### config.mk
export PLATFORM = sky130hd
export DESIGN_NAME = bemf_six_step_commutator_unit_flat
export DESIGN_NICKNAME = d
export VERILOG_FILES = /design/src/hdl/bssc_pkg.sv /design/src/hdl/bssc_if.sv /design/src/hdl/bssc_xdetect.sv /design/src/hdl/bssc_drive_table.sv /design/src/hdl/bemf_six_step_commutator_unit.sv /design/src/flat_wrapper.sv
export SDC_FILE = /design/constraint.sdc
export NUM_CORES = 1
export LEC_CHECK = 0
export BUFFER_PORTS_ARGS = -buffer_cell sky130_fd_sc_hd__buf_2
export CORE_UTILIZATION = 28
export DETAILED_ROUTE_END_ITERATION = 10
export HOLD_SLACK_MARGIN = 0.08
export PLACE_DENSITY = 0.55
export SLEW_MARGIN = 10
export SYNTH_ARGS = -nofsm -noshare
export SYNTH_HDL_FRONTEND = slang
export SYNTH_HIERARCHICAL = 1
export SYNTH_SLANG_ARGS = --single-unit
### constraint.sdc
create_clock -name clk_i -period 4.1 [get_ports clk_i]
set_clock_uncertainty 0.2 [all_clocks]
set_input_delay 0.205 -clock clk_i [delete_from_list [all_inputs] [get_ports clk_i]]
set_output_delay 0.205 -clock clk_i [all_outputs]
set_load 0.02 [all_outputs]
### src/hdl/bssc_pkg.sv
package bssc_pkg;

  // field widths fixed by the channel format
  localparam int unsigned PwmW  = 16;
  localparam int unsigned ModeW = 2;
  localparam int unsigned StepW = 3;
  localparam int unsigned PhaseW = 2;

  // internal duty storage width, 4..32
  localparam int unsigned DUTY_WIDTH = 16;

  localparam logic [ModeW-1:0] MODE_ALIGN = 2'd1;
  localparam logic [ModeW-1:0] MODE_RUN   = 2'd2;

  localparam logic [PhaseW-1:0] PH_A = 2'd0;
  localparam logic [PhaseW-1:0] PH_B = 2'd1;
  localparam logic [PhaseW-1:0] PH_C = 2'd2;

  localparam logic [StepW-1:0] STEP_LAST = 3'd5;

  // six-step table: high-side phase and low-side phase per step
  localparam logic [PhaseW-1:0] HIGH_OF [6] = '{PH_A, PH_A, PH_B, PH_B, PH_C, PH_C};
  localparam logic [PhaseW-1:0] LOW_OF  [6] = '{PH_B, PH_C, PH_C, PH_A, PH_A, PH_B};

  typedef logic [DUTY_WIDTH-1:0] duty_t;

  typedef struct packed {
    logic             seen;
    logic [StepW-1:0] pred;  // step that precedes the crossing
    logic [StepW-1:0] code;  // crossing code, 0..5
  } xing_t;

  typedef struct packed {
    duty_t      duty_a;
    duty_t      duty_b;
    duty_t      duty_c;
    logic [2:0] low_on;  // bit0 A, bit1 B, bit2 C
  } drive_t;

endpackage

### src/hdl/bssc_if.sv
interface bssc_in_if import bssc_pkg::*; ();
  logic             valid;
  logic             ready;
  logic             cross_a;
  logic             cross_b;
  logic             cross_c;
  logic [ModeW-1:0] motor_mode;
  logic [PwmW-1:0]  pwm_duty;

  modport source (output valid, cross_a, cross_b, cross_c, motor_mode, pwm_duty,
                  input ready);
  modport sink (input valid, cross_a, cross_b, cross_c, motor_mode, pwm_duty,
                output ready);
endinterface

interface bssc_out_if import bssc_pkg::*; ();
  logic             valid;
  logic             ready;
  logic [PwmW-1:0]  duty_a;
  logic [PwmW-1:0]  duty_b;
  logic [PwmW-1:0]  duty_c;
  logic             low_a_on;
  logic             low_b_on;
  logic             low_c_on;
  logic             crossing_seen;
  logic             crossing_valid;
  logic             commutated;
  logic [StepW-1:0] step_now;

  modport source (output valid, duty_a, duty_b, duty_c, low_a_on, low_b_on, low_c_on,
                  crossing_seen, crossing_valid, commutated, step_now,
                  input ready);
  modport sink (input valid, duty_a, duty_b, duty_c, low_a_on, low_b_on, low_c_on,
                crossing_seen, crossing_valid, commutated, step_now,
                output ready);
endinterface

### src/hdl/bssc_xdetect.sv
module bssc_xdetect import bssc_pkg::*; (
  input  logic [2:0] bits_i,
  input  logic [2:0] prev_i,
  output xing_t      xing_o
);

  logic [2:0]        changed;
  logic [PhaseW-1:0] phase;
  logic              rising;
  logic [StepW-1:0]  pred;

  assign changed = bits_i ^ prev_i;

  // first changed phase wins, A before B before C
  always_comb begin
    phase = PH_A;
    if (changed[0]) begin
      phase = PH_A;
    end else if (changed[1]) begin
      phase = PH_B;
    end else if (changed[2]) begin
      phase = PH_C;
    end
  end

  assign rising = bits_i[phase];
  assign pred   = {phase, 1'b0} + StepW'(!rising);

  assign xing_o.seen = |changed;
  assign xing_o.pred = pred;
  assign xing_o.code = (pred == STEP_LAST) ? '0 : pred + StepW'(1);

endmodule

### src/hdl/bssc_drive_table.sv
module bssc_drive_table import bssc_pkg::*; (
  input  logic [StepW-1:0] step_i,
  input  duty_t            duty_i,
  output drive_t           drive_o
);

  logic [PhaseW-1:0] hi_ph;
  logic [PhaseW-1:0] lo_ph;

  always_comb begin
    hi_ph = PH_A;
    lo_ph = PH_B;
    case (step_i)
      3'd0, 3'd1, 3'd2, 3'd3, 3'd4, 3'd5: begin
        hi_ph = HIGH_OF[step_i];
        lo_ph = LOW_OF[step_i];
      end
      default: begin
        hi_ph = PH_A;
        lo_ph = PH_B;
      end
    endcase
  end

  assign drive_o.duty_a = (hi_ph == PH_A) ? duty_i : '0;
  assign drive_o.duty_b = (hi_ph == PH_B) ? duty_i : '0;
  assign drive_o.duty_c = (hi_ph == PH_C) ? duty_i : '0;
  assign drive_o.low_on = {lo_ph == PH_C, lo_ph == PH_B, lo_ph == PH_A};

endmodule

### src/hdl/bemf_six_step_commutator_unit.sv
// Six-step sensorless commutator fed by back-EMF zero-cross samples.
// in_i carries one sample per beat: the three comparator levels, the motor
// mode (align or run, anything else idle) and the PWM duty to apply if that
// sample commutates. out_o returns one beat per sample: the three high-side
// duties and low-side switches now driven, edge/valid/commutated flags and
// the commutation step after that sample.
// Each sample is held in the input register, then the edge decode, step
// update and table lookup settle into the result register. Throughput is one
// sample per clock while result beats are taken; the state update
// is a single registered pass, so back-to-back samples never wait on it.
// When the receiver stalls, the result register holds and the input register
// fills; ready drops only once both are occupied, and resumes the cycle the
// result beat is taken.
// Reset clears both stages, the stored comparator levels, the step (0) and
// all drives (all duties 0, all low-side switches off).
module bemf_six_step_commutator_unit import bssc_pkg::*; (
  input  logic       clk_i,
  input  logic       rst_ni,
  bssc_in_if.sink    in_i,
  bssc_out_if.source out_o
);

  typedef struct packed {
    drive_t           drive;
    logic             seen;
    logic             valid;
    logic             comm;
    logic [StepW-1:0] step;
  } result_t;

  // input register
  logic             s1_valid_q, s1_valid_d;
  logic [2:0]       s1_bits_q;
  logic [ModeW-1:0] s1_mode_q;
  duty_t            s1_duty_q;

  // state
  logic [2:0]       prev_q, prev_d;
  logic [StepW-1:0] step_q, step_d;
  drive_t           drive_q, drive_d;

  // result register
  logic             res_valid_q, res_valid_d;
  result_t          res_q, res_d;

  logic             in_fire, s1_fire, s2_ready;
  xing_t            xing;
  drive_t           table_drive;
  logic [StepW-1:0] step_aln;
  logic             xvalid, comm;

  assign s2_ready   = !res_valid_q || out_o.ready;
  assign in_i.ready = !s1_valid_q || s2_ready;
  assign in_fire    = in_i.valid && in_i.ready;
  assign s1_fire    = s1_valid_q && s2_ready;

  bssc_xdetect u_xdetect (
    .bits_i (s1_bits_q),
    .prev_i (prev_q),
    .xing_o (xing)
  );

  bssc_drive_table u_table (
    .step_i  (xing.code),
    .duty_i  (s1_duty_q),
    .drive_o (table_drive)
  );

  always_comb begin
    step_aln = step_q;
    if (xing.seen && s1_mode_q == MODE_ALIGN) begin
      step_aln = xing.pred;
    end
    xvalid = xing.seen && (step_aln == xing.pred);
    comm   = xvalid && (s1_mode_q == MODE_RUN);

    prev_d  = prev_q;
    step_d  = step_q;
    drive_d = drive_q;
    if (s1_fire) begin
      prev_d = s1_bits_q;
      step_d = comm ? xing.code : step_aln;
      if (comm) begin
        drive_d = table_drive;
      end
    end

    res_d = res_q;
    if (s1_fire) begin
      res_d.drive = comm ? table_drive : drive_q;
      res_d.seen  = xing.seen;
      res_d.valid = xvalid;
      res_d.comm  = comm;
      res_d.step  = comm ? xing.code : step_aln;
    end

    s1_valid_d = s1_valid_q;
    if (in_fire) begin
      s1_valid_d = 1'b1;
    end else if (s1_fire) begin
      s1_valid_d = 1'b0;
    end

    res_valid_d = res_valid_q;
    if (s1_fire) begin
      res_valid_d = 1'b1;
    end else if (out_o.ready) begin
      res_valid_d = 1'b0;
    end
  end

  always_ff @(posedge clk_i or negedge rst_ni) begin
    if (!rst_ni) begin
      s1_valid_q  <= 1'b0;
      res_valid_q <= 1'b0;
      prev_q      <= '0;
      step_q      <= '0;
      drive_q     <= '0;
    end else begin
      s1_valid_q  <= s1_valid_d;
      res_valid_q <= res_valid_d;
      prev_q      <= prev_d;
      step_q      <= step_d;
      drive_q     <= drive_d;
    end
  end

  // payload registers
  always_ff @(posedge clk_i) begin
    if (in_fire) begin
      s1_bits_q <= {in_i.cross_c, in_i.cross_b, in_i.cross_a};
      s1_mode_q <= in_i.motor_mode;
      s1_duty_q <= DUTY_WIDTH'(in_i.pwm_duty);
    end
    res_q <= res_d;
  end

  assign out_o.valid          = res_valid_q;
  assign out_o.duty_a         = PwmW'(res_q.drive.duty_a);
  assign out_o.duty_b         = PwmW'(res_q.drive.duty_b);
  assign out_o.duty_c         = PwmW'(res_q.drive.duty_c);
  assign out_o.low_a_on       = res_q.drive.low_on[0];
  assign out_o.low_b_on       = res_q.drive.low_on[1];
  assign out_o.low_c_on       = res_q.drive.low_on[2];
  assign out_o.crossing_seen  = res_q.seen;
  assign out_o.crossing_valid = res_q.valid;
  assign out_o.commutated     = res_q.comm;
  assign out_o.step_now       = res_q.step;

endmodule

### src/flat_wrapper.sv
// flat-port wrapper written by rule: the top's interface ports become plain ports
module bemf_six_step_commutator_unit_flat import bssc_pkg::*;
  (clk_i, rst_ni, in_i_valid, in_i_cross_a, in_i_cross_b, in_i_cross_c, in_i_motor_mode, in_i_pwm_duty, in_i_ready, out_o_valid, out_o_duty_a, out_o_duty_b, out_o_duty_c, out_o_low_a_on, out_o_low_b_on, out_o_low_c_on, out_o_crossing_seen, out_o_crossing_valid, out_o_commutated, out_o_step_now, out_o_ready);
  bssc_in_if in_i_i ();
  bssc_out_if out_o_i ();
  input  logic clk_i;
  input  logic rst_ni;
  input wire logic [$bits(in_i_i.valid)-1:0] in_i_valid;
  input wire logic [$bits(in_i_i.cross_a)-1:0] in_i_cross_a;
  input wire logic [$bits(in_i_i.cross_b)-1:0] in_i_cross_b;
  input wire logic [$bits(in_i_i.cross_c)-1:0] in_i_cross_c;
  input wire logic [$bits(in_i_i.motor_mode)-1:0] in_i_motor_mode;
  input wire logic [$bits(in_i_i.pwm_duty)-1:0] in_i_pwm_duty;
  output wire logic [$bits(in_i_i.ready)-1:0] in_i_ready;
  output wire logic [$bits(out_o_i.valid)-1:0] out_o_valid;
  output wire logic [$bits(out_o_i.duty_a)-1:0] out_o_duty_a;
  output wire logic [$bits(out_o_i.duty_b)-1:0] out_o_duty_b;
  output wire logic [$bits(out_o_i.duty_c)-1:0] out_o_duty_c;
  output wire logic [$bits(out_o_i.low_a_on)-1:0] out_o_low_a_on;
  output wire logic [$bits(out_o_i.low_b_on)-1:0] out_o_low_b_on;
  output wire logic [$bits(out_o_i.low_c_on)-1:0] out_o_low_c_on;
  output wire logic [$bits(out_o_i.crossing_seen)-1:0] out_o_crossing_seen;
  output wire logic [$bits(out_o_i.crossing_valid)-1:0] out_o_crossing_valid;
  output wire logic [$bits(out_o_i.commutated)-1:0] out_o_commutated;
  output wire logic [$bits(out_o_i.step_now)-1:0] out_o_step_now;
  input wire logic [$bits(out_o_i.ready)-1:0] out_o_ready;
  assign in_i_i.valid = in_i_valid;
  assign in_i_i.cross_a = in_i_cross_a;
  assign in_i_i.cross_b = in_i_cross_b;
  assign in_i_i.cross_c = in_i_cross_c;
  assign in_i_i.motor_mode = in_i_motor_mode;
  assign in_i_i.pwm_duty = in_i_pwm_duty;
  assign in_i_ready = in_i_i.ready;
  assign out_o_valid = out_o_i.valid;
  assign out_o_duty_a = out_o_i.duty_a;
  assign out_o_duty_b = out_o_i.duty_b;
  assign out_o_duty_c = out_o_i.duty_c;
  assign out_o_low_a_on = out_o_i.low_a_on;
  assign out_o_low_b_on = out_o_i.low_b_on;
  assign out_o_low_c_on = out_o_i.low_c_on;
  assign out_o_crossing_seen = out_o_i.crossing_seen;
  assign out_o_crossing_valid = out_o_i.crossing_valid;
  assign out_o_commutated = out_o_i.commutated;
  assign out_o_step_now = out_o_i.step_now;
  assign out_o_i.ready = out_o_ready;
  bemf_six_step_commutator_unit u_core (.clk_i(clk_i), .rst_ni(rst_ni), .in_i(in_i_i), .out_o(out_o_i));
endmodule
==> metrics.txt, run 1 <==
status complete, no violations; Die ar. 23300 µm²; CP Class reg -> reg; gr usage total 12.8%; Rows 54; Tmin final 3370 ps; Starting Density 28.8%; Netlist Area Pre-Place 6350 µm²; Util after Layout 35.5%; Period Utilization, post-route 82.2%; setup TNS 0 ps; startpoint types register; Max H-tree Level 4; ys async rst share 43.1%; Yosys warning count 6; Main synth FF type edfxtp_1; mean post-synth cell area 14.9 µm²; clock buffer depth 2; vias in the first global route 3978; Static Leakage 3.51 nW; hold slack 279 ps; Seq/Total Area, Yosys 60.2%; number of CTS-inserted buffers 17; Max Clock Freq 297 MHz; slew at the pin closest to its max-slew limit 1130 ps; Detail Route Antenna Nets 0; initial antenna violation count 0; Slew Limit Fails 0; I/O Pins 84; relative slew slack 24.8%; Cells after DPL 774; Post-Route WL 14100 µm; Initial DRC Count 175; via count 3816; dpl ws 678 ps; Ant. Diodes 0; DP HPWL 9520 µm; grt ovf 0; Post-Syn Nets 456; VDD IR max 271 µV; Final Non-Filler Cells 832; CTS Sinks 137; worst-path maximum fanout 22; Reg2Reg Depth 9; Finished Cell Area 7820 µm²; total power draw 4.64 mW; Syn-to-layout area delta 23.3%; Die X 153 µm; RSZ-0062 raised after global routing false; largest net degree at the start of global routing 63; Pre-Repair DR Iteration Count 6; #FFs+latches synth 137; post-synth cell types 50; most frequent cells in the layout 83 x buf_2, 78 x edfxtp_1, 59 x dfrtp_1, 52 x mux2_2, 50 x mux2_1; share of post-route cells with drive strength above 1 38.9%; wire length of the first global-routing pass 22600 µm; CP Data Required Time 4070 ps; commonest non-fill, non-tap cell in the layout buf_2; maxcap violations 0; clk slew on worst S/H paths 60 ps; Placed Area 7000 µm²; Core Region 22000 µm²; Layout Nets 568; Hold Path Stages 1; type of the most critical hold path reg -> reg; final setup margin 731 ps; CP endpoint kind register; post-synthesis cell count 427; clk_lat worst skew 420 ps; DRC Markers 0; Buffers on Ports 83; post-cts sizing count 0; Setup violations, final 0; clk root buf clkbuf_16; Final GP Congestion 0.761; power density over cell area 593 nW/µm²; Routed WL per cell 16.9 µm; final hold vios 0; Post-synth EDFFs 78; Die Ht 153 µm; CTS tree done; Via-to-Cell Ratio 4.59; CP Data Arrival Time 3340 ps; post-CTS setup buffer count 0
area by class of cell:
| class | instances | area [µm²] |
|---|---|---|
| tap | 280 | 350 |
| inverter | 23 | 86.3 |
| sequential | 137 | 3820 |
| fill | 2150 | 14200 |
| multi-input combinational | 242 | 2260 |
| clock buffer | 19 | 433 |
| clock inverter | 13 | 129 |
| timing repair buffer | 118 | 743 |
registers in the layout (all words and copies together), names as in the netlist:
| name | cells |
|---|---|
| u_core/prev_q | 3 |
| u_core/s1_duty_q | 16 |
| u_core/s1_bits_q | 3 |
| u_core/out_o.crossing_valid | 1 |
| u_core/out_o.crossing_seen | 1 |
| u_core/out_o.duty_b | 16 |
| u_core/out_o.low_b_on | 1 |
| u_core/out_o.low_c_on | 1 |
| u_core/out_o.commutated | 1 |
| u_core/out_o.valid | 1 |
| u_core/out_o.duty_a | 16 |
| u_core/drive_q | 51 |
| u_core/out_o.step_now | 3 |
| u_core/out_o.duty_c | 16 |
| u_core/out_o.low_a_on | 1 |
| u_core/step_q | 3 |
| u_core/s1_valid_q | 1 |
| u_core/s1_mode_q | 2 |
critical path, stage by stage, from the launching register on:
cell and delay, ps:
dfrtp_1 430, nand2b_1 190, maj3_2 310, nand2_1 70
buf_4 220, inv_1 90, ha_1 270, nor4_4 850
nor3_1 170, mux2_2 310
report_power, final:
part | switching (mW) | leakage (nW) | internal, mW | total [mW]
combinational | 0.668 | 1.68 | 0.523 | 1.19
clock | 0.569 | 0.272 | 0.888 | 1.46
sequential | 0.145 | 1.55 | 1.84 | 1.99
repair_timing:
| item | CTS | global route |
|---|---|---|
| hold endpoints to repair | 82 | 0 |
| endpoints found under the setup margin | 0 | 0 |
| hold buffers | 26 | 0 |
synth_stat cells (2+ instances only):
| library cell | count | area share, % |
|---|---|---|
| or3b_2 | 13 | 1.8 |
| nand2_1 | 13 | 0.77 |
| nor3_1 | 18 | 1.4 |
| a2bb2oi_1 | 3 | 0.41 |
| edfxtp_1 | 78 | 37 |
| mux2i_1 | 3 | 0.47 |
| nand3b_1 | 3 | 0.35 |
| clkbuf_1 | 4 | 0.24 |
| nor2b_1 | 2 | 0.20 |
| mux2_1 | 50 | 8.9 |
| dfrtp_1 | 59 | 23 |
| buf_6 | 2 | 0.35 |
| o22ai_1 | 4 | 0.39 |
| or3b_1 | 3 | 0.41 |
| xnor2_2 | 3 | 0.77 |
| ha_1 | 4 | 0.79 |
| inv_1 | 22 | 1.3 |
| a21oi_1 | 5 | 0.39 |
| buf_2 | 7 | 0.55 |
| buf_4 | 9 | 1.1 |
| nand2b_1 | 7 | 0.69 |
| o31ai_2 | 15 | 3.0 |
| and3_1 | 16 | 1.6 |
| mux2_2 | 52 | 9.2 |
| maj3_2 | 3 | 0.53 |
| nor2_1 | 5 | 0.30 |
logic make-up (layout without fill, tap and decap cells):
group / count (synthesis) / in the layout / synth area share [%]
adder cells (fa/ha/maj): 7 / 7 / 1.32
buffers and inverters: 48 / 173 / 4.20
AND/OR/NAND/NOR: 92 / 92 / 9.52
multiplexers: 105 / 105 / 18.6
flip-flops: 137 / 137 / 60.2
AO/OA/AOI/OAI: 33 / 33 / 5.17
XOR/XNOR: 5 / 5 / 1.05
worst paths after layout:
kind	slack, ps	from	endpoint
worst max-delay path	730	u_core/prev_q[1]	u_core/out_o.duty_b[6]
worst min-delay path	280	u_core/drive_q[3]	u_core/drive_q[3]
worst max register to register	730	u_core/prev_q[1]	u_core/out_o.duty_b[6]
worst min register to register	280	u_core/drive_q[3]	u_core/drive_q[3]
max in group asynchronous	2860	rst_ni	u_core/drive_q[1]
min in group asynchronous	310	rst_ni	u_core/drive_q[32]
layer usage:
layer | global-route usage, % | up-vias | part of all wire, %
met5 | 0 | - | 0
met4 | 4.62 | 0 | 1.5
met3 | 4.27 | 17 | 5.1
met2 | 19.4 | 76 | 46
met1 | 17.0 | 1923 | 48
li1 | - | 1800 | -
(Power assumes the default switching activity.)
==> inputs of run 2 (changes only) <==
==> constraint.sdc (replaced) <==
create_clock -name clk_i -period 3.4 [get_ports clk_i]
set_clock_uncertainty 0.2 [all_clocks]
set_input_delay 0.17 -clock clk_i [delete_from_list [all_inputs] [get_ports clk_i]]
set_output_delay 0.17 -clock clk_i [all_outputs]
set_load 0.02 [all_outputs]
==> run 2 against run 1 <==
The run now ends with DRC left. Power is 22% higher. Global-route usage is 0.35 points higher. Sequential power is 21% higher. Die area stayed put. Sequential share of layout area is 0.43 points lower. Design area is 0.90% higher.
==> metrics.txt, run 2 (synthesis gave the netlist of run 1 again) <==
most frequent cells in the layout 83 x buf_2, 78 x edfxtp_1, 59 x dfrtp_1, 52 x mux2_2, 50 x mux2_1; slew at the pin closest to its max-slew limit 987 ps; Layout Nets 571; Core Region 22000 µm²; vias in the first global route 4041; area of the multi-input gates 2260 µm²; Buffers on Ports 83; gr usage total 13.2%; via count 3828; Max H-tree Level 4; Setup violations, final 0; power density over cell area 718 nW/µm²; grt ovf 0; crit-path cells nand2b_1 -> o22ai_1 -> a21o_1 -> inv_1 -> ha_1 -> or2_1 -> buf_12 -> o22a_1 -> mux2_2; Finished Cell Area 7890 µm²; VDD IR max 363 µV; Die Ht 153 µm; worst r2r src u_core/prev_q[2]; number of CTS-inserted buffers 17; startpoint types register; Die ar. 23300 µm²; Buffers & Inverters on Critical Path 2; Pre-Repair DR Iteration Count 9; DP HPWL 9420 µm; max incr delay on CP 400 ps; Initial DRC Count 241; total power draw 5.67 mW; clk_lat worst skew 420 ps; Slew Limit Fails 0; type of the most critical hold path in -> async; register with the most flip-flops u_core/drive_q; Fill cells 2160; post-cts sizing count 0; Reg area 3820 µm²; Post-Route WL 14300 µm; Detail Route Antenna Nets 0; final hold vios 0; CP Class reg -> reg; DRC Markers 5; Worst path top cell family by delay compound AO/OA/AOI/OAI gates; relative slew slack 34.2%; Tmin final 2960 ps; clk root buf clkbuf_16; maxcap violations 0; CP Data Required Time 3370 ps; I/O Pins 84; initial antenna violation count 0; CTS Sinks 137; commonest non-fill, non-tap cell in the layout buf_2; setup TNS 0 ps; Period Utilization, post-route 87.1%; RSZ-0062 raised after global routing false; Die X 153 µm; hold-fix buffers at CTS 25; Largest register FFs 51; CP Data Arrival Time 2930 ps; Max Clock Freq 338 MHz; Crit-path slowest cell dfrtp_1; Starting Density 28.8%; RR Endpoint u_core/out_o.low_a_on; Placed Area 7070 µm²; largest net degree at the start of global routing 52; CP endpoint kind register; wire length of the first global-routing pass 23200 µm; Util after Layout 35.8%; Final GP Congestion 0.750; worst-path maximum fanout 34; Static Leakage 3.54 nW; share of post-route cells with drive strength above 1 39.6%; status complete, but fails checks; hold slack 250 ps; failing checks DRC; CTS tree done; R2R Setup Slk 440 ps; clk slew on worst S/H paths 60 ps; Routed WL per cell 17.2 µm; Reg2Reg Depth 9; Syn-to-layout area delta 24.4%; post-CTS setup buffer count 0; clock buffer depth 2; Via-to-Cell Ratio 4.58; Ant. Diodes 0; Rows 54
[run 2: changes by cell type in the layout (fill, tap and decap cells not counted), sizes merged]
cell / previous run / this run
buf: 92 / 96
clkbuf: 19 / 20
clkinv: 8 / 7
clkinvlp: 2 / 3
dlygate4sd3: 26 / 25
inv: 24 / 23
[run 2: how the worst max path moves through the flow]
stage | from | to | slack, ps | cells past startpoint
floorplan | u_core/prev_q[1] | u_core/out_o.low_a_on | 330 | 11
global placement | u_core/prev_q[1] | u_core/out_o.duty_a[11] | 540 | 9
detailed placement | u_core/prev_q[1] | u_core/out_o.duty_a[11] | 480 | 9
CTS | u_core/prev_q[2] | u_core/out_o.low_a_on | 460 | 9
global route | u_core/prev_q[2] | u_core/out_o.low_a_on | 300 | 9
finish | u_core/prev_q[2] | u_core/out_o.low_a_on | 440 | 9
[run 2: cell type report]
type / count / area share (%)
repair buffers: 121 / 10.1
clock buffers: 20 / 5.66
inverters: 23 / 1.09
clock inverters: 12 / 1.62
flip-flops and latches: 137 / 48.4
multi-input cells: 242 / 28.7
well taps: 280 / 4.44
[run 2: metrics by stage]
step,setup WS [ps],instances
2_1_floorplan,329,427
3_3_place_gp,542,778
3_5_place_dp,478,778
4_1_cts,457,835
5_1_grt,304,835
6_report,440,835
[run 2: worst register-to-register path, delay by kind of cell (launching register included)]
| kind | cells | cell delay [ps] |
|---|---|---|
| DFF | 1 | 400 |
| adders and majority gates | 1 | 280 |
| buffers and inverters | 2 | 290 |
| and+or+nand+nor | 2 | 470 |
| muxes | 1 | 290 |
| AOI/OAI and AO/OA | 3 | 790 |
[run 2: per-layer routing]
layer  track usage (%)  vias to the layer above  wire [µm]
met1              18.4                     1931       7040
met4              5.05                        0        180
met5                 0                        -          0
met3              3.56                       11        655
met2              19.4                       79       6450
li1                  -                     1807          -
[run 2: report_power, final]
part / switching (mW) / internal [mW]
Clock: 0.705 / 1.09
Combinational: 0.809 / 0.652
Sequential: 0.187 / 2.22
Total: 1.70 / 3.97
